[src/rtl/core/pol_pkg.sv]
`timescale 1ns / 1ps
`default_nettype none
// ----------------------------------------------------------------------------
// pol_pkg: shared types for the positional ordered list unit
// Request codes, cell operation codes and the control bundle that the
// sequencer sends down the cell chain.
// ----------------------------------------------------------------------------
package pol_pkg;

  typedef enum logic [1:0] {
    CMD_GET    = 2'd0,
    CMD_LOCATE = 2'd1,
    CMD_INSERT = 2'd2,
    CMD_DELETE = 2'd3
  } cmd_e;

  typedef enum logic [1:0] {
    OP_HOLD,
    OP_ROTATE,
    OP_INSERT,
    OP_DELETE
  } cell_op_e;

  typedef enum logic {
    ST_IDLE,
    ST_SCAN
  } state_e;

  // pos0 is the 0-based slot the operation targets
  typedef struct packed {
    cell_op_e   op;
    logic [7:0] pos0;
    logic [7:0] value;
  } cell_ctl_t;

endpackage
`default_nettype wire

[src/rtl/core/pol_cell.sv]
`timescale 1ns / 1ps
`default_nettype none
// ----------------------------------------------------------------------------
// pol_cell: one slot of the list
// Holds one element and, as told by the sequencer, keeps it, takes its
// right neighbour's (rotate, delete), its left neighbour's or the new
// value (insert).
// ----------------------------------------------------------------------------
module pol_cell
  import pol_pkg::*;
#(
  parameter int INDEX = 0
) (
  input  wire logic       clk_i,
  input  wire cell_ctl_t  ctl_i,
  input  wire logic [7:0] left_i,
  input  wire logic [7:0] right_i,
  output logic      [7:0] elem_o
);

  localparam logic [7:0] IndexB = 8'(INDEX);

  logic [7:0] elem_q, elem_d;

  always_comb begin
    elem_d = elem_q;
    unique case (ctl_i.op)
      OP_HOLD:   elem_d = elem_q;
      OP_ROTATE: elem_d = right_i;
      OP_INSERT: begin
        if (IndexB == ctl_i.pos0) begin
          elem_d = ctl_i.value;
        end else if (IndexB > ctl_i.pos0) begin
          elem_d = left_i;
        end
      end
      OP_DELETE: begin
        if (IndexB >= ctl_i.pos0) begin
          elem_d = right_i;
        end
      end
      default: elem_d = elem_q;
    endcase
  end

  always_ff @(posedge clk_i) begin
    elem_q <= elem_d;
  end

  assign elem_o = elem_q;

endmodule
`default_nettype wire

[src/rtl/core/pol_ctrl.sv]
`timescale 1ns / 1ps
`default_nettype none
// ----------------------------------------------------------------------------
// pol_ctrl: request sequencer
// Checks positions against the length, drives the cell chain and walks
// the ring once for get and locate, watching the head cell.
// ----------------------------------------------------------------------------
module pol_ctrl
  import pol_pkg::*;
#(
  parameter int CAPACITY = 16
) (
  input  wire logic       clk_i,
  input  wire logic       rst_ni,
  input  wire logic       start,
  output logic            busy,
  input  wire logic [1:0] command_i,
  input  wire logic [7:0] position_i,
  input  wire logic [7:0] value_i,
  input  wire logic [7:0] head_i,
  output cell_ctl_t       ctl_o,
  output logic            done_o,
  output logic            status_o,
  output logic      [7:0] read_value_o,
  output logic      [7:0] found_position_o,
  output logic      [4:0] list_length_o
);

  localparam int IdxW = (CAPACITY > 1) ? $clog2(CAPACITY) : 1;
  localparam int LenW = $clog2(CAPACITY + 1);
  localparam logic [IdxW-1:0] LastIdx = IdxW'(CAPACITY - 1);
  localparam logic [LenW-1:0] CapLen  = LenW'(CAPACITY);

  state_e          state_q, state_d;
  logic [IdxW-1:0] scan_q, scan_d;
  logic [LenW-1:0] len_q, len_d;
  cmd_e            cmd_q, cmd_d;
  logic [7:0]      pos0_q, pos0_d;
  logic [7:0]      val_q, val_d;
  logic            hit_q, hit_d;
  logic [7:0]      rd_q, rd_d;
  logic [7:0]      fpos_q, fpos_d;
  logic            done_q, done_d;
  logic            status_q, status_d;
  logic [7:0]      rdv_q, rdv_d;
  logic [7:0]      fnd_q, fnd_d;
  logic [4:0]      olen_q, olen_d;

  logic [8:0] pos9, len9;
  logic       rd_ok, ins_ok;
  logic       hit_now;
  cmd_e       cmd_in;

  assign cmd_in = cmd_e'(command_i);
  assign pos9   = {1'b0, position_i};
  assign len9   = 9'(len_q);
  assign rd_ok  = (position_i != 8'd0) && (pos9 <= len9);
  assign ins_ok = (position_i != 8'd0) && (pos9 <= len9 + 9'd1) && (len_q < CapLen);

  always_comb begin
    state_d   = state_q;
    scan_d    = scan_q;
    len_d     = len_q;
    cmd_d     = cmd_q;
    pos0_d    = pos0_q;
    val_d     = val_q;
    hit_d     = hit_q;
    rd_d      = rd_q;
    fpos_d    = fpos_q;
    done_d    = 1'b0;
    status_d  = status_q;
    rdv_d     = rdv_q;
    fnd_d     = fnd_q;
    olen_d    = olen_q;
    hit_now   = 1'b0;
    ctl_o.op    = OP_HOLD;
    ctl_o.pos0  = position_i - 8'd1;
    ctl_o.value = value_i;

    unique case (state_q)
      ST_IDLE: begin
        if (start) begin
          cmd_d  = cmd_in;
          pos0_d = position_i - 8'd1;
          val_d  = value_i;
          hit_d  = 1'b0;
          rd_d   = 8'd0;
          fpos_d = 8'd0;
          // error unless overridden below
          done_d   = 1'b1;
          status_d = 1'b1;
          rdv_d    = 8'd0;
          fnd_d    = 8'd0;
          olen_d   = 5'(len_q);
          unique case (cmd_in)
            CMD_GET: begin
              if (rd_ok) begin
                done_d  = 1'b0;
                state_d = ST_SCAN;
                scan_d  = '0;
              end
            end
            CMD_LOCATE: begin
              if (len_q != '0) begin
                done_d  = 1'b0;
                state_d = ST_SCAN;
                scan_d  = '0;
              end
            end
            CMD_INSERT: begin
              if (ins_ok) begin
                ctl_o.op = OP_INSERT;
                len_d    = len_q + LenW'(1);
                status_d = 1'b0;
                olen_d   = 5'(len_d);
              end
            end
            CMD_DELETE: begin
              if (rd_ok) begin
                ctl_o.op = OP_DELETE;
                len_d    = len_q - LenW'(1);
                status_d = 1'b0;
                olen_d   = 5'(len_d);
              end
            end
            default: ;
          endcase
        end
      end

      ST_SCAN: begin
        // the ring turns one slot a cycle, head holds slot scan_q
        ctl_o.op = OP_ROTATE;
        if (!hit_q) begin
          if (cmd_q == CMD_GET) begin
            hit_now = (8'(scan_q) == pos0_q);
          end else begin
            hit_now = (LenW'(scan_q) < len_q) && (head_i == val_q);
          end
        end
        if (hit_now) begin
          hit_d  = 1'b1;
          rd_d   = head_i;
          fpos_d = 8'(scan_q) + 8'd1;
        end
        if (scan_q == LastIdx) begin
          state_d  = ST_IDLE;
          done_d   = 1'b1;
          status_d = !hit_d;
          rdv_d    = (cmd_q == CMD_GET) ? rd_d : 8'd0;
          fnd_d    = (cmd_q == CMD_LOCATE) ? fpos_d : 8'd0;
          olen_d   = 5'(len_q);
        end else begin
          scan_d = scan_q + IdxW'(1);
        end
      end

      default: state_d = ST_IDLE;
    endcase
  end

  always_ff @(posedge clk_i or negedge rst_ni) begin
    if (!rst_ni) begin
      state_q <= ST_IDLE;
      len_q   <= '0;
      done_q  <= 1'b0;
      hit_q   <= 1'b0;
    end else begin
      state_q <= state_d;
      len_q   <= len_d;
      done_q  <= done_d;
      hit_q   <= hit_d;
    end
  end

  always_ff @(posedge clk_i) begin
    scan_q   <= scan_d;
    cmd_q    <= cmd_d;
    pos0_q   <= pos0_d;
    val_q    <= val_d;
    rd_q     <= rd_d;
    fpos_q   <= fpos_d;
    status_q <= status_d;
    rdv_q    <= rdv_d;
    fnd_q    <= fnd_d;
    olen_q   <= olen_d;
  end

  assign busy             = (state_q == ST_SCAN);
  assign done_o           = done_q;
  assign status_o         = status_q;
  assign read_value_o     = rdv_q;
  assign found_position_o = fnd_q;
  assign list_length_o    = olen_q;

endmodule
`default_nettype wire

[src/rtl/core/positional_ordered_list_unit.sv]
`timescale 1ns / 1ps
`default_nettype none
// ----------------------------------------------------------------------------
// positional_ordered_list_unit: bounded ordered list of bytes
// Get, locate, insert and delete by 1-based position on a chain of cells.
// ----------------------------------------------------------------------------
// Usage:
//   An item (command_i, position_i, value_i) is taken at a clock edge with
//   start high and busy low. Each item gives exactly one result, shown for
//   one cycle with done_o high on status_o, read_value_o, found_position_o
//   and list_length_o; the receiver must take it then.
//   Insert, delete and every rejected request answer in the cycle after
//   acceptance and never raise busy, so one such item can go every cycle.
//   Get and locate turn the cell ring once round, one slot a cycle, while
//   the sequencer watches the head cell: busy stays high for the whole
//   turn and the result is registered as the last slot leaves the head.
//   A new item can be taken in the cycle its predecessor's result shows.
//   Reset empties the list; cell contents are not cleared and are only
//   ever read below the current length.
// ----------------------------------------------------------------------------
module positional_ordered_list_unit
  import pol_pkg::*;
#(
  parameter int CAPACITY = 16
) (
  input  wire logic       clk_i,
  input  wire logic       rst_ni,
  input  wire logic       start,
  output logic            busy,
  input  wire logic [1:0] command_i,
  input  wire logic [7:0] position_i,
  input  wire logic [7:0] value_i,
  output logic            done_o,
  output logic            status_o,
  output logic      [7:0] read_value_o,
  output logic      [7:0] found_position_o,
  output logic      [4:0] list_length_o
);

  cell_ctl_t  ctl;
  logic [7:0] elem [CAPACITY];

  pol_ctrl #(
    .CAPACITY(CAPACITY)
  ) u_ctrl (
    .clk_i           (clk_i),
    .rst_ni          (rst_ni),
    .start           (start),
    .busy            (busy),
    .command_i       (command_i),
    .position_i      (position_i),
    .value_i         (value_i),
    .head_i          (elem[0]),
    .ctl_o           (ctl),
    .done_o          (done_o),
    .status_o        (status_o),
    .read_value_o    (read_value_o),
    .found_position_o(found_position_o),
    .list_length_o   (list_length_o)
  );

  for (genvar i = 0; i < CAPACITY; i++) begin : g_cell
    logic [7:0] left_w, right_w;

    if (i == 0) begin : g_first
      assign left_w = 8'h00;
    end else begin : g_left
      assign left_w = elem[i-1];
    end

    // last cell closes the ring
    if (i == CAPACITY - 1) begin : g_last
      assign right_w = elem[0];
    end else begin : g_right
      assign right_w = elem[i+1];
    end

    pol_cell #(
      .INDEX(i)
    ) u_cell (
      .clk_i  (clk_i),
      .ctl_i  (ctl),
      .left_i (left_w),
      .right_i(right_w),
      .elem_o (elem[i])
    );
  end

endmodule
`default_nettype wire

[config.mk]
export PLATFORM = sky130hd
export DESIGN_NAME = positional_ordered_list_unit
export DESIGN_NICKNAME = d
export VERILOG_FILES = /design/src/rtl/core/pol_pkg.sv /design/src/rtl/core/pol_cell.sv /design/src/rtl/core/pol_ctrl.sv /design/src/rtl/core/positional_ordered_list_unit.sv
export SDC_FILE = /design/constraint.sdc
export NUM_CORES = 1
export LEC_CHECK = 0
export BUFFER_PORTS_ARGS = -buffer_cell sky130_fd_sc_hd__buf_2
export CORE_ASPECT_RATIO = 0.7
export CORE_MARGIN = 10
export CORE_UTILIZATION = 40
export CTS_CLUSTER_DIAMETER = 120
export DETAILED_ROUTE_END_ITERATION = 7
export SLEW_MARGIN = 20
export SYNTH_ARGS = -nofsm -noshare
export SYNTH_HDL_FRONTEND = slang
export SYNTH_HIERARCHICAL = 1
export SYNTH_SLANG_ARGS = --single-unit
[constraint.sdc]
create_clock -name clk_i -period 4.77 [get_ports clk_i]
set_clock_uncertainty 0.1 [all_clocks]
set_input_delay 0.7155 -clock clk_i [delete_from_list [all_inputs] [get_ports clk_i]]
set_output_delay 0.7155 -clock clk_i [all_outputs]
set_load 0.005 [all_outputs]
# Yosys cells after proc, flatten, opt, wreduce, memory -nomap -nowiden
# Index checks and enable logic that the tools add are counted.
[word_totals] in_bits=21 output_inout_bits=24 elab_cells=283 reg_bits=196
[classes] add_sub_neg=6 n_mux=116 n_lt_le_gt_ge=36 n_bitwise=2 eq_ne=63 reduce_logical=30
[op_table] operator="8-bit two-way mux" count=55
[op_table] operator="8-bit case mux with 3 select lines" count=16
[op_table] operator="4-bit by 8-bit equality test with 1-bit output (first input constant)" count=8
[op_table] operator="4-bit by 8-bit greater-or-equal comparator with 1-bit output (first input constant)" count=8
[op_table] operator="4-bit by 8-bit > comparator with 1-bit output (first input constant)" count=8
[op_table] operator="8-bit case mux with 2 select lines" count=4
[op_table] operator="3-bit by 1-bit != test with 1-bit output (second input constant)" count=16
[op_table] operator="3-bit AND reduction" count=16
[op_table] operator="3-bit by 8-bit equality test with 1-bit output (first input constant)" count=4
[op_table] operator="3-bit by 8-bit greater-or-equal comparator with 1-bit output (first input constant)" count=4
[op_table] operator="3-bit by 8-bit > comparator with 1-bit output (first input constant)" count=4
[op_table] operator="2-bit by 1-bit != test with 1-bit output (second input constant)" count=16
[op_table] operator="5-bit two-way mux" count=4
[op_table] operator="5-bit case mux with 2 select lines" count=2
[op_table] operator="1-bit two-way mux" count=17
[op_table] operator="2-bit by 8-bit equality test with 1-bit output (first input constant)" count=2
[op_table] operator="1-bit by 8-bit greater-or-equal comparator with 1-bit output (first input constant)" count=2
[op_table] operator="2-bit by 8-bit greater-or-equal comparator with 1-bit output (first input constant)" count=2
[op_table] operator="1-bit by 8-bit > comparator with 1-bit output (first input constant)" count=2
[op_table] operator="2-bit by 8-bit > comparator with 1-bit output (first input constant)" count=2
[op_table] operator="4-bit two-way mux" count=4
[op_table] operator="4-bit case mux with 2 select lines" count=2
[op_table] operator="1-bit case mux with 2 select lines" count=7
[op_table] operator="8-bit by 9-bit <= comparator with 1-bit output" count=1
[op_table] operator="other kinds (29)" count=47

# Longest topological paths before layout
[depth] depth_word=11 mapped_depth=14 depth_no_buf=12

# Hierarchy
# The synthesis kept the hierarchy.
[by_module_without_submodules] mod="pol_ctrl" area_per_inst_um2=3540.9 cells_per_inst=296 seq_area_each_um2=2001.9 instances=1
[by_module_without_submodules] mod="pol_cell at g_cell[1].u_cell" area_per_inst_um2=568.0 cells_per_inst=41 seq_area_each_um2=240.2 instances=1
[by_module_without_submodules] mod="pol_cell at g_cell[6].u_cell" area_per_inst_um2=533.0 cells_per_inst=53 seq_area_each_um2=240.2 instances=1
[by_module_without_submodules] mod="pol_cell at g_cell[5].u_cell" area_per_inst_um2=530.5 cells_per_inst=54 seq_area_each_um2=240.2 instances=1
[by_module_without_submodules] mod="pol_cell at g_cell[2].u_cell" area_per_inst_um2=506.7 cells_per_inst=55 seq_area_each_um2=240.2 instances=1
[by_module_without_submodules] mod="pol_cell at g_cell[10].u_cell" area_per_inst_um2=501.7 cells_per_inst=52 seq_area_each_um2=240.2 instances=1
[by_module_without_submodules] mod="pol_cell at g_cell[12].u_cell" area_per_inst_um2=499.2 cells_per_inst=53 seq_area_each_um2=240.2 instances=1
[by_module_without_submodules] mod="pol_cell at g_cell[4].u_cell" area_per_inst_um2=498.0 cells_per_inst=55 seq_area_each_um2=240.2 instances=1
[by_module_without_submodules] mod="pol_cell at g_cell[0].u_cell" area_per_inst_um2=496.7 cells_per_inst=52 seq_area_each_um2=240.2 instances=1
[by_module_without_submodules] mod="pol_cell at g_cell[7].u_cell" area_per_inst_um2=496.7 cells_per_inst=54 seq_area_each_um2=240.2 instances=1
[by_module_without_submodules] mod="pol_cell at g_cell[9].u_cell" area_per_inst_um2=496.7 cells_per_inst=53 seq_area_each_um2=240.2 instances=1
[by_module_without_submodules] mod="pol_cell at g_cell[3].u_cell" area_per_inst_um2=495.5 cells_per_inst=51 seq_area_each_um2=240.2 instances=1
[by_module_without_submodules] mod="pol_cell at g_cell[11].u_cell" area_per_inst_um2=491.7 cells_per_inst=51 seq_area_each_um2=240.2 instances=1
[by_module_without_submodules] mod="pol_cell at g_cell[14].u_cell" area_per_inst_um2=491.7 cells_per_inst=53 seq_area_each_um2=240.2 instances=1
[by_module_without_submodules] mod="4 more rows"

# Worst setup path after synthesis
# No wires, ideal clock.
[synth_timing] path_kind="input-to-reg" startpoint="in position_i[0]" endpoint="reg g_cell[13].u_cell.elem_q[0] (enable)" t_arrival_ns=5.040 setup_time_ns=0.289 setup_slack_ns=-0.658 stages=8 path_cell_list="inv_1 > ha_1 > nand2_1 > xnor2_1 > or4_4 > buf_6 > a31oi_1 > mux2_1"
[synth_rtl] element="start: declaration" line_no="positional_ordered_list_unit.sv:31" source="input wire logic [7:0] position_i,"
[synth_rtl] element="end signal: assignment" line_no="pol_cell.sv:47" source="elem_q <= elem_d;"
[synth_rtl] element="end: declaration" line_no="pol_cell.sv:23" source="logic [7:0] elem_q, elem_d;"

==> flow_summary.json <==
{
  "hold_viol_final": 0,
  "place.gp.congestion": 0.941,
  "setup_viol": 0,
  "clock_path_buffers": 2,
  "synth_top_cell_area_share_pct": 48.7,
  "antenna_found_initial": 0,
  "grt_max_degree": 44,
  "pin_count": 45,
  "grt_setup_unrepaired": "false",
  "postSynthCellCount": 1126,
  "critPathArrivalTime_ps": 4190,
  "final_area_um2": 13000,
  "path_class": "reg2reg",
  "hold_buffers": 1,
  "syn_to_final_growth_pct": 11.9,
  "ant_nets": 0,
  "cp.required_ps": 4960,
  "place_hpwl_mm": 23.7,
  "top_usage_layer": "met1",
  "cts_setup_buffers": 0,
  "grt_pass1_vias": 8773,
  "clk_latency_ps": 450,
  "cts_buffers": 17,
  "synth_edf_count": 188,
  "first_pass_iters": 6,
  "h-tree-depth": 4,
  "drt_iter0_markers": 1348,
  "p_leak_nw": 4.49,
  "finalCritPeriodShare_pct": 84.0,
  "grt_overflow": 0,
  "portBuffers": 44,
  "final_max_slew_viol_count": 0,
  "synth_area_leader_cell": "edfxtp_1",
  "synth-async-reset-ratio_pct": 4.08,
  "use_met1_pct": 28.8,
  "drt-wirelength-per-cell_um": 21.9,
  "synth_cell_type_count": 66,
  "power_density_nw_per_um2": 572,
  "wl_mm": 34.0,
  "synth_area_leaders": "edfxtp_1 49%, a31oi_1 6.5%, nor2_1 5.2%",
  "cp_max_fo": 43,
  "start_kind": "flop",
  "peakVddDrop_mv": 0.280,
  "drv_cap": 0,
  "cts_tree": "yes",
  "use_met3_pct": 4.59,
  "hold_path.class": "reg2reg",
  "track_usage_pct": 18.4,
  "syn_area_um2": 11600,
  "place_area_um2": 12400,
  "power_mw": 7.42,
  "die_w_um": 223,
  "synth_common_cells": "188 x edfxtp_1, 161 x nor2_1, 121 x a31oi_1",
  "std_cell_rows": 52,
  "grt_first_pass_wirelength_mm": 52.8,
  "fin_crit_ps": 4000,
  "drive_above_1_share_pct": 14.2,
  "yosysMostFrequentCell": "edfxtp_1",
  "max_freq_mhz": 250,
  "timing.setup.tns_ps": 0,
  "cts_root_buffer": "clkbuf_16",
  "vias": 9588,
  "n_antenna_cell": 0,
  "yosysSeqAreaShare_pct": 50.4,
  "worst_pin_slew_ps": 1110,
  "drc": 0,
  "outcome": "finished clean",
  "core_area_um2": 28800,
  "die-area_um2": 36300,
  "die_h_um": 162,
  "nNetsFinal": 1207,
  "viasPerCell": 6.16,
  "path_clk_slew_ps": 70,
  "slew-limit-headroom_pct": 25.7,
  "clock-sinks": 196,
  "initial_core_util_pct": 40.3,
  "ys_seq_elements": 196,
  "crit_path_end_kind": "flop",
  "met2_usage_pct": 24.5,
  "synth_warnings": 6,
  "cts_resized": 0,
  "synth-main-ff-cell": "edfxtp_1",
  "synth_area_per_cell_um2": 10.3
}
-- metrics by stage --
stage,instances,util [%],hold WS (ps),worst slack (ps)
3_5_place_dp,1524,43.2,415,872
6_report,1557,45.1,430,765
5_1_grt,1557,45.1,430,506
2_1_floorplan,1133,-,320,64.5
4_1_cts,1557,45.1,409,876
3_3_place_gp,1524,43.2,405,1030
-- layer usage --
| metal | wire (um) | share of wire (%) | vias to the layer above |
|---|---|---|---|
| met5 | 0 | 0 | - |
| met4 | 372 | 1.1 | 0 |
| met3 | 3810 | 11 | 36 |
| li1 | - | - | 4404 |
| met2 | 13600 | 40 | 507 |
| met1 | 16300 | 48 | 4641 |
-- worst max-delay path: stages, from the launching register on --
cell and delay (ps):
dfrtp_1 430, inv_1 190, nor3_1 370, nand3_1 150
ha_1 310, a21o_1 200, o31ai_1 520, nand2_1 320
a21oi_4 250, buf_12 220, nor2b_1 310, buf_4 240
nor2_1 50, a31oi_1 150
-- cell usage in the layout (no fill, tap or decap), types with 18 or more instances in the layout --
master,Yosys,routed
inv_1,24,24
nand2_1,18,18
o21ai_0,37,35
mux2i_1,36,36
buf_2,20,44
buf_4,9,44
edfxtp_1,188,188
a31oi_1,121,121
ha_1,20,20
nand3_1,112,112
nor2_1,161,161
o21ai_1,102,102
nand4b_1,22,22
-- path summary, 6_finish.rpt --
check | startpoint | slack (ps) | to | cells past startpoint
min in group asynchronous | rst_ni | 570 | u_ctrl/len_q[3] | 2
setup reg to reg | u_ctrl/len_q[0] | 770 | g_cell[11].u_cell/elem_o[6] | 13
hold / removal | u_ctrl/hit_q | 430 | u_ctrl/hit_q | 1
max in group asynchronous | rst_ni | 3800 | u_ctrl/busy | 2
setup / recovery | u_ctrl/len_q[0] | 770 | g_cell[11].u_cell/elem_o[6] | 13
hold reg to reg | u_ctrl/hit_q | 430 | u_ctrl/hit_q | 1
-- final cells by class --
cell class / count / area, um2
Timing Repair Buffer: 92 / 621
Inverter: 25 / 93.8
Multi-Input combinational cell: 834 / 5410
Clock inverter: 14 / 101
Tap cell: 378 / 473
Clock buffer: 18 / 429
Sequential cell: 196 / 5850
Fill cell: 2727 / 15800
-- cell families (layout without fill, tap and decap cells) --
group / after synthesis / after routing / share of synthesized area [%]
simple gates: 437 / 437 / 22.1
compound gates: 296 / 296 / 14.9
flops: 196 / 196 / 50.4
buf+inv: 103 / 149 / 4.34
mux: 44 / 44 / 3.92
xor+xnor: 29 / 29 / 2.19
fa+ha+maj: 20 / 20 / 2.16
other cells: 1 / 8 / 0.0323
-- state kept, by name, summed over array words and instances (netlist names) --
register / count
u_ctrl/read_value_o: 8
u_ctrl/scan_q: 4
u_ctrl/busy: 1
g_cell.u_cell/elem_o: 128
u_ctrl/fpos_q: 8
u_ctrl/done_o: 1
u_ctrl/val_q: 8
u_ctrl/found_position_o: 8
u_ctrl/status_o: 1
u_ctrl/list_length_o: 5
u_ctrl/cmd_q: 2
u_ctrl/len_q: 5
u_ctrl/rd_q: 8
u_ctrl/pos0_q: 8
u_ctrl/hit_q: 1
-- where the power goes --
group | internal, mW | switching [mW]
Combinational | 0.935 | 1.44
Clock | 0.674 | 0.686
Sequential | 3.04 | 0.643
Note: power is estimated with default switching activity, not from simulation.
